==> config.mk <==
export PLATFORM = sky130hd
export DESIGN_NAME = hall_sensor_position_speed
export DESIGN_NICKNAME = d
export VERILOG_FILES = /design/src/rtl/hsp_pkg.sv /design/src/rtl/hsp_front.sv /design/src/rtl/hsp_queue.sv /design/src/rtl/hsp_back.sv /design/src/rtl/hall_sensor_position_speed.sv
export SDC_FILE = /design/constraint.sdc
export NUM_CORES = 1
export LEC_CHECK = 0
export BUFFER_PORTS_ARGS = -buffer_cell sky130_fd_sc_hd__buf_2
export CORE_UTILIZATION = 59
export DETAILED_ROUTE_END_ITERATION = 6
export GPL_ROUTABILITY_DRIVEN = 0
export GPL_TIMING_DRIVEN = 0
export PLACE_DENSITY = 0.86
export SYNTH_ARGS = -nofsm -noshare
export SYNTH_HDL_FRONTEND = slang
export SYNTH_SLANG_ARGS = --single-unit
==> constraint.sdc <==
create_clock -name clk -period 15 [get_ports clk]
set_input_delay 3 -clock clk [delete_from_list [all_inputs] [get_ports clk]]
set_output_delay 3 -clock clk [all_outputs]
set_load 0.02 [all_outputs]
==> src/rtl/hsp_pkg.sv <==
// shared types, constants and the hall transition classifier
package hsp_pkg;

  localparam int HALL_W       = 3;
  localparam int SEQ_W        = 18;
  localparam int TIMEOUT_W    = 21;
  localparam int NUM_W        = 24;
  localparam int POS_W        = 32;
  localparam int PERIOD_OUT_W = 21;
  localparam int SPEED_W      = 24;
  localparam int KIND_W       = 2;
  localparam int CFG_IDX_W    = 3;
  localparam int CFG_DATA_W   = 32;
  localparam int QUEUE_DEPTH  = 2;
  localparam int SEQ_LEN      = 6;

  localparam logic [PERIOD_OUT_W-1:0] PERIOD_OUT_MAX = 21'h1FFFFF;

  // register reset values
  localparam logic [SEQ_W-1:0]     SEQ_RST       = 18'd183449;
  localparam logic                 REVERSE_RST   = 1'b0;
  localparam logic [TIMEOUT_W-1:0] TIMEOUT_RST   = 21'd1000000;
  localparam logic [NUM_W-1:0]     NUM_RST       = 24'd2500000;
  localparam logic [POS_W-1:0]     POS_START_RST = 32'd0;

  // register indexes
  localparam logic [CFG_IDX_W-1:0] CFG_HALL_SEQ  = 3'd0;
  localparam logic [CFG_IDX_W-1:0] CFG_REVERSE   = 3'd1;
  localparam logic [CFG_IDX_W-1:0] CFG_TIMEOUT   = 3'd2;
  localparam logic [CFG_IDX_W-1:0] CFG_NUMERATOR = 3'd3;
  localparam logic [CFG_IDX_W-1:0] CFG_POS_START = 3'd4;

  // edge kinds
  localparam logic [KIND_W-1:0] KIND_NONE = 2'd0;
  localparam logic [KIND_W-1:0] KIND_UP   = 2'd1;
  localparam logic [KIND_W-1:0] KIND_DOWN = 2'd2;
  localparam logic [KIND_W-1:0] KIND_JUMP = 2'd3;

  // transition direction against the sequence
  localparam logic [1:0] DIR_NONE = 2'd0;
  localparam logic [1:0] DIR_FWD  = 2'd1;
  localparam logic [1:0] DIR_BWD  = 2'd2;

  typedef struct packed {
    logic [SEQ_W-1:0]     hall_sequence;
    logic                 reverse_count;
    logic [TIMEOUT_W-1:0] stall_timeout;
  } hsp_cfg_t;

  typedef struct packed {
    logic [POS_W-1:0]        position;
    logic [PERIOD_OUT_W-1:0] period_out;
    logic                    stalled;
    logic [KIND_W-1:0]       kind;
  } hsp_item_t;

  // forward match is tested first, so a change matching both ways is forward
  function automatic logic [1:0] hsp_classify(input logic [SEQ_W-1:0]  seq,
                                              input logic [HALL_W-1:0] from_code,
                                              input logic [HALL_W-1:0] to_code);
    logic fwd;
    logic bwd;
    fwd = 1'b0;
    bwd = 1'b0;
    for (int k = 0; k < SEQ_LEN; k++) begin
      if (to_code == seq[HALL_W*k +: HALL_W] &&
          from_code == seq[HALL_W*((k + SEQ_LEN - 1) % SEQ_LEN) +: HALL_W])
        fwd = 1'b1;
      if (to_code == seq[HALL_W*k +: HALL_W] &&
          from_code == seq[HALL_W*((k + 1) % SEQ_LEN) +: HALL_W])
        bwd = 1'b1;
    end
    if (fwd)
      return DIR_FWD;
    else if (bwd)
      return DIR_BWD;
    else
      return DIR_NONE;
  endfunction

endpackage

==> src/rtl/hsp_front.sv <==
// sample intake: edge detect, position count, period and stall tracking
module hsp_front #(
  parameter int PERIOD_BITS = 21
) (
  input  logic                                clk,
  input  logic                                rst_n,
  input  hsp_pkg::hsp_cfg_t                   cfg,
  input  logic                                pos_load,
  input  logic [hsp_pkg::POS_W-1:0]           pos_value,
  input  logic                                accept,
  input  logic [hsp_pkg::HALL_W-1:0]          hall_code,
  output hsp_pkg::hsp_item_t                  item,
  output logic [PERIOD_BITS-1:0]              divisor
);
  import hsp_pkg::*;

  localparam int CMP_W = (PERIOD_BITS > TIMEOUT_W) ? PERIOD_BITS : TIMEOUT_W;

  logic [HALL_W-1:0]      prev_r, prev_nxt;
  logic [POS_W-1:0]       step_r, step_nxt;
  logic [PERIOD_BITS-1:0] ticks_r, ticks_nxt;
  logic [PERIOD_BITS-1:0] period_r, period_nxt;
  logic                   stall_r, stall_nxt;
  logic [PERIOD_BITS-1:0] elapsed;
  logic                   change;
  logic [1:0]             dir;
  logic                   up;
  logic [KIND_W-1:0]      kind;
  logic [CMP_W-1:0]       period_ext;

  always_comb begin
    elapsed    = (ticks_r == '1) ? ticks_r : ticks_r + 1'b1;
    change     = hall_code != prev_r;
    dir        = hsp_classify(cfg.hall_sequence, prev_r, hall_code);
    up         = (dir == DIR_FWD) != cfg.reverse_count;
    prev_nxt   = hall_code;
    step_nxt   = step_r;
    kind       = KIND_NONE;
    ticks_nxt  = elapsed;
    period_nxt = period_r;
    stall_nxt  = stall_r;
    if (change) begin
      ticks_nxt  = '0;
      period_nxt = elapsed;
      stall_nxt  = 1'b0;
      if (dir == DIR_NONE) begin
        kind = KIND_JUMP;
      end else if (up) begin
        step_nxt = step_r + 1'b1;
        kind     = KIND_UP;
      end else begin
        step_nxt = step_r - 1'b1;
        kind     = KIND_DOWN;
      end
    end
    if (CMP_W'(ticks_nxt) >= CMP_W'(cfg.stall_timeout))
      stall_nxt = 1'b1;
    period_ext = CMP_W'(period_nxt);
  end

  always_comb begin
    item.position   = step_nxt;
    item.period_out = (period_ext > CMP_W'(PERIOD_OUT_MAX)) ? PERIOD_OUT_MAX
                                                            : period_ext[PERIOD_OUT_W-1:0];
    item.stalled    = stall_nxt;
    item.kind       = kind;
    divisor         = period_nxt;
  end

  always_ff @(posedge clk) begin
    if (!rst_n) begin
      prev_r   <= '0;
      step_r   <= POS_START_RST;
      ticks_r  <= '0;
      period_r <= PERIOD_BITS'(1);
      stall_r  <= 1'b1;
    end else if (pos_load) begin
      step_r <= pos_value;
    end else if (accept) begin
      prev_r   <= prev_nxt;
      step_r   <= step_nxt;
      ticks_r  <= ticks_nxt;
      period_r <= period_nxt;
      stall_r  <= stall_nxt;
    end
  end

endmodule

==> src/rtl/hsp_queue.sv <==
// small register queue between intake and speed divider
module hsp_queue #(
  parameter int WIDTH = 8,
  parameter int DEPTH = 2
) (
  input  logic             clk,
  input  logic             rst_n,
  input  logic             push,
  input  logic [WIDTH-1:0] wdata,
  output logic             full,
  input  logic             pop,
  output logic [WIDTH-1:0] rdata,
  output logic             empty
);

  localparam int PTR_W = (DEPTH > 1) ? $clog2(DEPTH) : 1;
  localparam int CNT_W = $clog2(DEPTH + 1);

  logic [WIDTH-1:0] slot_r [DEPTH];
  logic [PTR_W-1:0] wr_ptr_r, wr_ptr_nxt;
  logic [PTR_W-1:0] rd_ptr_r, rd_ptr_nxt;
  logic [CNT_W-1:0] cnt_r, cnt_nxt;
  logic             do_push, do_pop;

  assign full    = cnt_r == CNT_W'(DEPTH);
  assign empty   = cnt_r == '0;
  assign rdata   = slot_r[rd_ptr_r];
  assign do_push = push && !full;
  assign do_pop  = pop && !empty;

  always_comb begin
    wr_ptr_nxt = wr_ptr_r;
    rd_ptr_nxt = rd_ptr_r;
    cnt_nxt    = cnt_r;
    if (do_push)
      wr_ptr_nxt = (wr_ptr_r == PTR_W'(DEPTH - 1)) ? '0 : wr_ptr_r + 1'b1;
    if (do_pop)
      rd_ptr_nxt = (rd_ptr_r == PTR_W'(DEPTH - 1)) ? '0 : rd_ptr_r + 1'b1;
    if (do_push && !do_pop)
      cnt_nxt = cnt_r + 1'b1;
    else if (do_pop && !do_push)
      cnt_nxt = cnt_r - 1'b1;
  end

  always_ff @(posedge clk) begin
    if (!rst_n) begin
      wr_ptr_r <= '0;
      rd_ptr_r <= '0;
      cnt_r    <= '0;
    end else begin
      wr_ptr_r <= wr_ptr_nxt;
      rd_ptr_r <= rd_ptr_nxt;
      cnt_r    <= cnt_nxt;
    end
  end

  always_ff @(posedge clk) begin
    if (do_push)
      slot_r[wr_ptr_r] <= wdata;
  end

endmodule

==> src/rtl/hsp_back.sv <==
// speed divider (one quotient bit per cycle) and result register
module hsp_back #(
  parameter int PERIOD_BITS = 21
) (
  input  logic                              clk,
  input  logic                              rst_n,
  input  logic [hsp_pkg::NUM_W-1:0]         rpm_numerator,
  input  logic                              q_empty,
  input  hsp_pkg::hsp_item_t                q_item,
  input  logic [PERIOD_BITS-1:0]            q_divisor,
  output logic                              q_pop,
  output logic                              out_empty,
  input  logic                              out_pop,
  output logic [hsp_pkg::POS_W-1:0]         out_position_count,
  output logic [hsp_pkg::SPEED_W-1:0]       out_speed_rpm,
  output logic [hsp_pkg::PERIOD_OUT_W-1:0]  out_period_ticks,
  output logic                              out_stalled,
  output logic [hsp_pkg::KIND_W-1:0]        out_edge_kind
);
  import hsp_pkg::*;

  localparam int CNT_W = $clog2(SPEED_W);

  localparam logic [1:0] ST_IDLE = 2'd0;
  localparam logic [1:0] ST_DIV  = 2'd1;
  localparam logic [1:0] ST_DONE = 2'd2;

  logic [1:0]             state_r, state_nxt;
  logic [CNT_W-1:0]       cnt_r, cnt_nxt;
  hsp_item_t              item_r, item_nxt;
  logic [PERIOD_BITS-1:0] div_r, div_nxt;
  logic [PERIOD_BITS-1:0] rem_r, rem_nxt;
  logic [SPEED_W-1:0]     quot_r, quot_nxt;
  logic [PERIOD_BITS:0]   shifted;
  logic [PERIOD_BITS:0]   diff;
  logic                   out_valid_r, out_valid_nxt;
  logic                   out_load;

  // quot_r holds the dividend bits still to shift in, quotient bits fill from the bottom
  assign shifted = {rem_r, quot_r[SPEED_W-1]};
  assign diff    = shifted - {1'b0, div_r};

  always_comb begin
    state_nxt = state_r;
    cnt_nxt   = cnt_r;
    item_nxt  = item_r;
    div_nxt   = div_r;
    rem_nxt   = rem_r;
    quot_nxt  = quot_r;
    q_pop     = 1'b0;
    out_load  = 1'b0;
    case (state_r)
      ST_IDLE: begin
        if (!q_empty) begin
          q_pop    = 1'b1;
          item_nxt = q_item;
          div_nxt  = q_divisor;
          rem_nxt  = '0;
          cnt_nxt  = '0;
          if (q_item.stalled || q_divisor == '0) begin
            quot_nxt  = '0;
            state_nxt = ST_DONE;
          end else begin
            quot_nxt  = rpm_numerator;
            state_nxt = ST_DIV;
          end
        end
      end
      ST_DIV: begin
        if (!diff[PERIOD_BITS]) begin
          rem_nxt  = diff[PERIOD_BITS-1:0];
          quot_nxt = {quot_r[SPEED_W-2:0], 1'b1};
        end else begin
          rem_nxt  = shifted[PERIOD_BITS-1:0];
          quot_nxt = {quot_r[SPEED_W-2:0], 1'b0};
        end
        cnt_nxt = cnt_r + 1'b1;
        if (cnt_r == CNT_W'(SPEED_W - 1))
          state_nxt = ST_DONE;
      end
      ST_DONE: begin
        if (!out_valid_r || out_pop) begin
          out_load  = 1'b1;
          state_nxt = ST_IDLE;
        end
      end
      default: begin
        state_nxt = ST_IDLE;
      end
    endcase
  end

  always_comb begin
    out_valid_nxt = out_valid_r;
    if (out_load)
      out_valid_nxt = 1'b1;
    else if (out_pop)
      out_valid_nxt = 1'b0;
  end

  assign out_empty = !out_valid_r;

  always_ff @(posedge clk) begin
    if (!rst_n) begin
      state_r     <= ST_IDLE;
      cnt_r       <= '0;
      out_valid_r <= 1'b0;
    end else begin
      state_r     <= state_nxt;
      cnt_r       <= cnt_nxt;
      out_valid_r <= out_valid_nxt;
    end
  end

  always_ff @(posedge clk) begin
    item_r <= item_nxt;
    div_r  <= div_nxt;
    rem_r  <= rem_nxt;
    quot_r <= quot_nxt;
    if (out_load) begin
      out_position_count <= item_r.position;
      out_speed_rpm      <= quot_r;
      out_period_ticks   <= item_r.period_out;
      out_stalled        <= item_r.stalled;
      out_edge_kind      <= item_r.kind;
    end
  end

endmodule

==> src/rtl/hall_sensor_position_speed.sv <==
// top level: hall sensor position counter and speed estimator
//
// Input channel: one 3-bit hall sample per tick on in_hall_code, taken when
// in_push is high and in_full is low. Every sample yields exactly one result.
// Result channel: while out_empty is low the oldest result sits on the out_
// ports (position count, speed in rpm, last period, stall flag, edge kind);
// it leaves when out_pop is high.
// Configuration: cfg_we writes cfg_wdata into register cfg_index at once;
// index 0 hall sequence, 1 reverse, 2 stall timeout, 3 rpm numerator,
// 4 position start (reloads the position count; no register keeps it).
// Timing: the intake updates position, period and stall state in the cycle
// a sample is taken and queues the result. The speed divider produces one
// quotient bit per cycle; the back end takes a new item from the queue only
// after the last one has been loaded into the result register. A stalled item
// or a zero period skips the divide and yields speed zero. A two-entry
// queue lets samples enter while the divider works.
// Reset (rst_n low, synchronous) loads register defaults, position start,
// period one and stall set, and empties queue and result register.
// If the receiver stops popping, the result register holds, the divider
// waits, the queue fills and in_full rises; nothing is dropped.
module hall_sensor_position_speed #(
  parameter int PERIOD_BITS = 21
) (
  input  logic                              clk,
  input  logic                              rst_n,
  input  logic                              in_push,
  output logic                              in_full,
  input  logic [hsp_pkg::HALL_W-1:0]        in_hall_code,
  output logic                              out_empty,
  input  logic                              out_pop,
  output logic [hsp_pkg::POS_W-1:0]         out_position_count,
  output logic [hsp_pkg::SPEED_W-1:0]       out_speed_rpm,
  output logic [hsp_pkg::PERIOD_OUT_W-1:0]  out_period_ticks,
  output logic                              out_stalled,
  output logic [hsp_pkg::KIND_W-1:0]        out_edge_kind,
  input  logic                              cfg_we,
  input  logic [hsp_pkg::CFG_IDX_W-1:0]     cfg_index,
  input  logic [hsp_pkg::CFG_DATA_W-1:0]    cfg_wdata
);
  import hsp_pkg::*;

  localparam int ENTRY_W = $bits(hsp_item_t) + PERIOD_BITS;

  logic [SEQ_W-1:0]       seq_r;
  logic                   reverse_r;
  logic [TIMEOUT_W-1:0]   timeout_r;
  logic [NUM_W-1:0]       num_r;
  hsp_cfg_t               cfg;
  logic                   pos_load;
  logic                   accept;
  hsp_item_t              f_item;
  logic [PERIOD_BITS-1:0] f_divisor;
  logic [ENTRY_W-1:0]     q_rdata;
  logic                   q_empty;
  logic                   q_pop;
  hsp_item_t              q_item;
  logic [PERIOD_BITS-1:0] q_divisor;

  always_ff @(posedge clk) begin
    if (!rst_n) begin
      seq_r     <= SEQ_RST;
      reverse_r <= REVERSE_RST;
      timeout_r <= TIMEOUT_RST;
      num_r     <= NUM_RST;
    end else if (cfg_we) begin
      case (cfg_index)
        CFG_HALL_SEQ:  seq_r     <= cfg_wdata[SEQ_W-1:0];
        CFG_REVERSE:   reverse_r <= cfg_wdata[0];
        CFG_TIMEOUT:   timeout_r <= cfg_wdata[TIMEOUT_W-1:0];
        CFG_NUMERATOR: num_r     <= cfg_wdata[NUM_W-1:0];
        default: begin
        end
      endcase
    end
  end

  assign cfg.hall_sequence = seq_r;
  assign cfg.reverse_count = reverse_r;
  assign cfg.stall_timeout = timeout_r;
  assign pos_load          = cfg_we && cfg_index == CFG_POS_START;
  assign accept            = in_push && !in_full;

  hsp_front #(
    .PERIOD_BITS(PERIOD_BITS)
  ) u_front (
    .clk      (clk),
    .rst_n    (rst_n),
    .cfg      (cfg),
    .pos_load (pos_load),
    .pos_value(cfg_wdata[POS_W-1:0]),
    .accept   (accept),
    .hall_code(in_hall_code),
    .item     (f_item),
    .divisor  (f_divisor)
  );

  hsp_queue #(
    .WIDTH(ENTRY_W),
    .DEPTH(QUEUE_DEPTH)
  ) u_queue (
    .clk  (clk),
    .rst_n(rst_n),
    .push (accept),
    .wdata({f_item, f_divisor}),
    .full (in_full),
    .pop  (q_pop),
    .rdata(q_rdata),
    .empty(q_empty)
  );

  assign q_item    = q_rdata[ENTRY_W-1:PERIOD_BITS];
  assign q_divisor = q_rdata[PERIOD_BITS-1:0];

  hsp_back #(
    .PERIOD_BITS(PERIOD_BITS)
  ) u_back (
    .clk               (clk),
    .rst_n             (rst_n),
    .rpm_numerator     (num_r),
    .q_empty           (q_empty),
    .q_item            (q_item),
    .q_divisor         (q_divisor),
    .q_pop             (q_pop),
    .out_empty         (out_empty),
    .out_pop           (out_pop),
    .out_position_count(out_position_count),
    .out_speed_rpm     (out_speed_rpm),
    .out_period_ticks  (out_period_ticks),
    .out_stalled       (out_stalled),
    .out_edge_kind     (out_edge_kind)
  );

  // a stalled result never carries a speed
  a_stall_zero_speed: assert property (@(posedge clk) disable iff (!rst_n)
    !out_empty && out_stalled |-> out_speed_rpm == '0)
    else $error("stalled result with nonzero speed");

  // a latched period is at least one tick
  a_period_nonzero: assert property (@(posedge clk) disable iff (!rst_n)
    !out_empty |-> out_period_ticks != '0)
    else $error("result with zero period");

  // the divider only takes items that are queued
  a_no_pop_empty: assert property (@(posedge clk) disable iff (!rst_n)
    q_pop |-> !q_empty)
    else $error("divider popped an empty queue");

  // an accepted sample always lands in the queue on the next cycle
  a_push_lands: assert property (@(posedge clk) disable iff (!rst_n)
    accept |=> !q_empty)
    else $error("accepted item missing from queue");

endmodule
==> results.sh, run 1 <==
export IMPL_outcome="complete, but fails checks"
export IMPL_violations="design-rule violations"
export IMPL_dr_total_vias=17490
export IMPL_drv_slew=0
export IMPL_post_route_period_util=0.485
export IMPL_hold_depth=0
export IMPL_final_setup_tns_ps=0
export IMPL_rows=72
export IMPL_die_y_um=200
export IMPL_syn_to_final_growth_pct=13.2
export IMPL_final_cell_mix="376 x nand2_1, 356 x edfxtp_1, 188 x a21oi_1"
export IMPL_seqPwrFrac=0.429
export IMPL_clockBufferDepth=3
export IMPL_met2_usage=0.450
export IMPL_p_sw_uw=1680
export IMPL_ys_ff_latch=511
export IMPL_cp_start_kind="input pin"
export IMPL_synthSimpleGateAreaFrac=0.133
export IMPL_met1_usage=0.382
export IMPL_post_cts_buffers=0
export IMPL_dp_hpwl_um=40700
export IMPL_cp_end_kind="flop"
export IMPL_drc=1
export IMPL_min_path_type="flop to flop"
export IMPL_synthMuxAreaShare=0.0592
export IMPL_dr_pass1_iters=7
export IMPL_synth_flop_cell="edfxtp_1"
export IMPL_power_density_mw_per_mm2=189
export IMPL_synth_compound_area_frac=0.105
export IMPL_yosys_area_share_adder=0.0422
export IMPL_cp_cell_sequence="buf_6 -> xnor2_1 -> nand3_1 -> o22ai_2 -> nor3_4 -> xor2_4 -> buf_16 -> fa_1 -> a21oi_1 -> o21ai_1 -> a31oi_1 -> o32ai_2 -> o21ai_0 -> a31oi_1 -> nand3_1 -> mux2i_1 -> o41ai_1"
export IMPL_design_die_area_mm2=0.0400
export IMPL_h_tree_depth=2
export IMPL_core_area_mm2=0.0386
export IMPL_grt_util_met3=0.0698
export IMPL_setup_violations_final=0
export IMPL_antenna_found_initial=2
export IMPL_ir_drop_uv=107
export IMPL_synth_edff_count=356
export IMPL_synth_nets=2182
export IMPL_cp_slowest_cell="o41ai_1"
export IMPL_cts_tree="done"
export IMPL_io_pins=125
export IMPL_drive_above_1_share=0.149
export IMPL_fin_area_mm2=0.0262
export IMPL_arrival_ps=7570
export IMPL_synth_top_family_by_area="simple AND/OR/NAND/NOR gates"
export IMPL_grt_busiest_layer="met2"
export IMPL_crit_path_end="u_queue.slot_r[0][75]"
export IMPL_cts_resized=0
export IMPL_ctsHoldBuffers=0
export IMPL_slowest_delay_ps=650
export IMPL_grt_pass1_vias=16924
export IMPL_internal_power_uw=3280
export IMPL_route_detailed_wl_per_inst_um=21.1
export IMPL_async_reset_ff_frac=0
export IMPL_required_ps=15300
export IMPL_clock_latency_ps=590
export IMPL_ant_nets=0
export IMPL_cp_num_cells=17
export IMPL_pwr_share_comb=0.323
export IMPL_synth_area_leaders="edfxtp_1 46%, dfxtp_1 13%, nand2_1 6.1%, mux2_2 4.6%, a21oi_1 4.1%"
export IMPL_critPathLaunch="in_hall_code[2]"
export IMPL_drt_initial_drc_count=2145
export IMPL_synth_top_area_frac=0.462
export IMPL_yosysSeqAreaShare=0.596
export IMPL_synth_area_mm2=0.0232
export IMPL_path_max_fanout=22
export IMPL_gr_usage_all_layers=0.289
export IMPL_fp_dieW_um=200
export IMPL_worst_pin_slew_ps=1150
export IMPL_max_slew_margin=0.232
export IMPL_start_util=0.599
export IMPL_worstRegToRegCells=17
export IMPL_nNetsFinal=2360
export IMPL_grt_overflow=0
export IMPL_rsz0062_at_grt="false"
export IMPL_fmax_mhz=138
export IMPL_maxCapViolCount=0
export IMPL_critical_path_class="input pin to flop"
export IMPL_clock_sinks=511
export IMPL_final_setup_skew_ps=26.9
export IMPL_final_common_cell="nand2_1"
export IMPL_filler_cell_count=2596
export IMPL_port_buffers=119
export IMPL_ys_types=78
export IMPL_placedInstanceArea_mm2=0.0246
export IMPL_fin_crit_ps=7270
export IMPL_swShare=0.338
export IMPL_clockRootBuffer="clkbuf_16"
export IMPL_cts_buffers=49
export IMPL_crit_family="compound AO/OA/AOI/OAI gates"
export IMPL_path_buf_inv=2
export IMPL_synth_top_cell_by_area="edfxtp_1"
export IMPL_avgSynthCellArea_um2=11.2
export IMPL_clkPwrFrac=0.248
export IMPL_hold_viol=0
export IMPL_p_leak_uw=0.00971
export IMPL_wl_um=58900
export IMPL_synth_xor_area_frac=0.0370
export IMPL_r2r_end="u_queue.slot_r[0][75]"
export IMPL_r2r_start="u_front.prev_r[1]"
export IMPL_grt_pass1_wl_um=90800
export IMPL_yosys_warnings=0
export IMPL_path_clk_slew_ps=60
export IMPL_syn_inst=2062
export IMPL_grt_max_degree=51
export IMPL_avgViaCountPerCell=6.25
export IMPL_r2r_slack_ps=9830
[Yosys cell counts (6+ instances only)]
master,instances
buf_1,12
nand2_1,376
nor2b_1,11
xnor2_1,70
clkbuf_1,70
and2_1,6
nor3_1,25
dfxtp_1,155
nand4_1,13
nor2_1,121
a21oi_1,188
mux2i_1,30
nor4_1,6
edfxtp_1,356
o211ai_1,18
nand2b_1,15
nand3_1,56
a21o_1,20
a211oi_1,16
o21a_1,17
o21ai_0,76
mux2_2,95
ha_1,75
buf_6,8
inv_1,59
and3_1,18
or3_1,9
xor2_1,26
a31oi_1,9
[sequential cells by signal, indices dropped and copies added, names as in the netlist, 21 cells and up, named ones only]
signal                     cells
u_queue.slot_r               154
u_back.item_r                 56
u_back.out_position_count     32
u_front.step_r                32
num_r                         24
u_back.out_speed_rpm          24
u_back.quot_r                 24
timeout_r                     21
u_back.div_r                  21
u_back.out_period_ticks       21
u_back.rem_r                  21
u_front.period_r              21
u_front.ticks_r               21
[per-layer routing]
metal,share of wire,vias to the layer above
met5,0.00019,-
met4,0.049,2
met3,0.12,286
met2,0.45,1178
met1,0.38,8272
li1,-,7752
[final cells by class]
class                   instances  area, µm²  area share
clock inverters                28        272      0.0104
multi-input cells            1398       8770       0.334
flip-flops and latches        511      13800       0.526
repair buffers                127        778      0.0297
diodes                          1       2.50   0.0000954
well taps                     518        648      0.0247
plain buffers                  92        408      0.0156
inverters                      61        231     0.00883
clock buffers                  63       1320      0.0503
[kinds of logic after synthesis]
group,count (synthesis)
and+or+nand+nor,694
DFF,511
AOI/OAI and AO/OA,405
buffers and inverters,153
muxes,125
xor gates and xnor gates,97
adders and majority gates,77
[worst min path at each step]
stage                            from                            end  slack [ps]
finish              u_back.item_r[48]  u_back.out_position_count[24]         410
global route        u_back.item_r[21]    u_back.out_period_ticks[18]         420
CTS                  u_back.item_r[8]     u_back.out_period_ticks[5]         420
detailed placement  u_back.item_r[10]     u_back.out_period_ticks[7]         400
global placement    u_back.item_r[54]  u_back.out_position_count[30]         400
floorplan            u_back.item_r[0]        u_back.out_edge_kind[0]         400
[per-stage QoR]
stage	hold WS [ps]	instances	total power (µW)	util	setup WS [ps]
floorplan	400	2062	3260	-	7690
global placement	401	2699	3610	0.631	6050
detailed placement	405	2707	3710	0.637	7310
CTS	418	2798	4930	0.678	7860
global route	421	2798	5170	0.678	7400
finish	413	2799	4960	0.678	7730
[power groups by stage]
| stage | sequential, µW | combinational [µW] | clock, µW |
|---|---|---|---|
| 2_1_floorplan | 2180 | 1070 | 0 |
| 3_3_place_gp | 2170 | 1440 | 0 |
| 3_5_place_dp | 2150 | 1560 | 0 |
| 4_1_cts | 2130 | 1580 | 1230 |
| 5_1_grt | 2150 | 1730 | 1290 |
| 6_report | 2130 | 1600 | 1230 |
(Power assumes the default switching activity.)
==> run 2: changes to the inputs <==
==> constraint.sdc (replaced) <==
create_clock -name clk -period 7.1 [get_ports clk]
set_input_delay 1.42 -clock clk [delete_from_list [all_inputs] [get_ports clk]]
set_output_delay 1.42 -clock clk [all_outputs]
set_load 0.02 [all_outputs]
==> results.sh, run 2 (same netlist as run 1, synthesis figures left out) <==
export IMPL_outcome="complete, but fails checks"
export IMPL_violations="design-rule violations"
export IMPL_syn_to_final_growth_pct=13.2
export IMPL_grt_overflow=0
export IMPL_grt_pass1_wl_um=90900
export IMPL_seqPwrFrac=0.429
export IMPL_ir_drop_uv=225
export IMPL_top_regs="u_queue.slot_r (154), u_back.item_r (56)"
export IMPL_post_cts_buffers=0
export IMPL_pwr_share_comb=0.323
export IMPL_die_y_um=200
export IMPL_dp_cells=2707
export IMPL_port_buffers=119
export IMPL_ant_nets=0
export IMPL_cts_buffers=49
export IMPL_internal_power_uw=6930
export IMPL_drive_above_1_share=0.149
export IMPL_p_leak_uw=0.00971
export IMPL_start_util=0.599
export IMPL_maxCapViolCount=0
export IMPL_power_density_mw_per_mm2=399
export IMPL_dr_pass1_iters=7
export IMPL_final_cell_mix="376 x nand2_1, 356 x edfxtp_1, 188 x a21oi_1"
export IMPL_final_common_cell="nand2_1"
export IMPL_cp_end_kind="flop"
export IMPL_dr_total_vias=17438
export IMPL_clkPwrFrac=0.247
export IMPL_post_route_period_util=0.806
export IMPL_path_max_fanout=22
export IMPL_post_place_ws_ps=993
export IMPL_rsz0062_at_grt="false"
export IMPL_fmax_mhz=175
export IMPL_worst_slack_ps=1380
export IMPL_arrival_ps=6020
export IMPL_final_setup_skew_ps=23.0
export IMPL_clockBufferDepth=3
export IMPL_largest_reg_flops=154
export IMPL_total_power_uw=10500
export IMPL_antenna_found_initial=2
export IMPL_cp_start_kind="input pin"
export IMPL_multiInputGateArea_mm2=0.00877
export IMPL_cp_slowest_cell="o41ai_1"
export IMPL_avgViaCountPerCell=6.23
export IMPL_grt_max_degree=51
export IMPL_grt_pass1_vias=16907
export IMPL_fp_dieW_um=200
export IMPL_clockRootBuffer="clkbuf_16"
export IMPL_ff_latch_area_mm2=0.0138
export IMPL_swShare=0.338
export IMPL_route_detailed_wl_per_inst_um=20.9
export IMPL_clock_sinks=511
export IMPL_dp_hpwl_um=40700
export IMPL_cp_cell_sequence="buf_6 -> xnor2_1 -> nand3_2 -> o22ai_2 -> nor3_4 -> xor2_4 -> buf_16 -> fa_1 -> a21oi_1 -> o21ai_1 -> a31oi_1 -> o32ai_2 -> o21ai_0 -> a31oi_1 -> nand3_1 -> mux2i_1 -> o41ai_1"
export IMPL_path_clk_slew_ps=60
export IMPL_clock_latency_ps=590
export IMPL_p_sw_uw=3530
export IMPL_hold_viol=0
export IMPL_placedInstanceArea_mm2=0.0246
export IMPL_nNetsFinal=2360
export IMPL_setup_violations_final=0
export IMPL_cpMostUsedCell="a31oi_1"
export IMPL_min_path_type="flop to flop"
export IMPL_drv_slew=0
export IMPL_gr_usage_all_layers=0.289
export IMPL_wl_um=58600
export IMPL_fin_crit_ps=5720
export IMPL_required_ps=7400
export IMPL_fin_cells=2801
export IMPL_critical_path_class="input pin to flop"
export IMPL_fin_area_mm2=0.0262
export IMPL_max_slew_margin=0.201
export IMPL_cts_tree="done"
export IMPL_largest_register="u_queue.slot_r"
export IMPL_drt_initial_drc_count=2188
export IMPL_core_area_mm2=0.0386
export IMPL_drc=2
export IMPL_rows=72
export IMPL_worst_pin_slew_ps=1200
export IMPL_slowest_delay_ps=650
export IMPL_filler_cell_count=2596
export IMPL_design_die_area_mm2=0.0400
export IMPL_ctsHoldBuffers=0
export IMPL_h_tree_depth=2
export IMPL_io_pins=125
export IMPL_cts_resized=0
-- run 2: critical path: cells and delay by family --
kind            cells  cell delay (ps)
simple gates        3              670
buf+inv             2              370
fa+ha+maj           1              230
mux                 1              150
xor+xnor            2              650
compound gates      8             2510
-- run 2: worst paths after layout --
| path | start | to | slack, ps | cells past startpoint |
|---|---|---|---|---|
| worst max-delay path | in_hall_code[2] | u_queue.slot_r[0][75] | 1380 | 17 |
| worst min-delay path | u_back.item_r[48] | u_back.out_position_count[24] | 410 | 0 |
| worst max register to register | u_front.prev_r[1] | u_queue.slot_r[0][75] | 1900 | 17 |
| worst min register to register | u_back.item_r[48] | u_back.out_position_count[24] | 410 | 0 |
-- run 2: final cells by class --
class | instances | area share
clock inverters | 28 | 0.0104
well taps | 518 | 0.0247
clock buffers | 63 | 0.0503
multi-input cells | 1398 | 0.334
plain buffers | 92 | 0.0156
diodes | 3 | 0.000286
flip-flops and latches | 511 | 0.526
repair buffers | 127 | 0.0297
inverters | 61 | 0.00883
-- run 2: power groups by stage --
stage / combinational, µW / clock, µW / sequential, µW
CTS: 3330 / 2610 / 4490
global route: 3650 / 2720 / 4550
global placement: 3040 / 0 / 4590
finish: 3380 / 2590 / 4490
detailed placement: 3300 / 0 / 4540
floorplan: 2270 / 0 / 4620
-- run 2: per-stage QoR --
stage,TNS [ps],hold WS [ps],utilization
6_report,0,413,0.679
3_5_place_dp,0,405,0.637
2_1_floorplan,0,400,-
4_1_cts,0,418,0.678
5_1_grt,0,421,0.678
3_3_place_gp,-30410,401,0.631
-- run 2: routing by layer --
| metal | global-route usage | share of wire | wire length, µm |
|---|---|---|---|
| met5 | 0 | 0.00019 | 11 |
| met4 | 0.137 | 0.048 | 2820 |
| met3 | 0.0685 | 0.13 | 7400 |
| met2 | 0.452 | 0.45 | 26500 |
| met1 | 0.382 | 0.37 | 21900 |
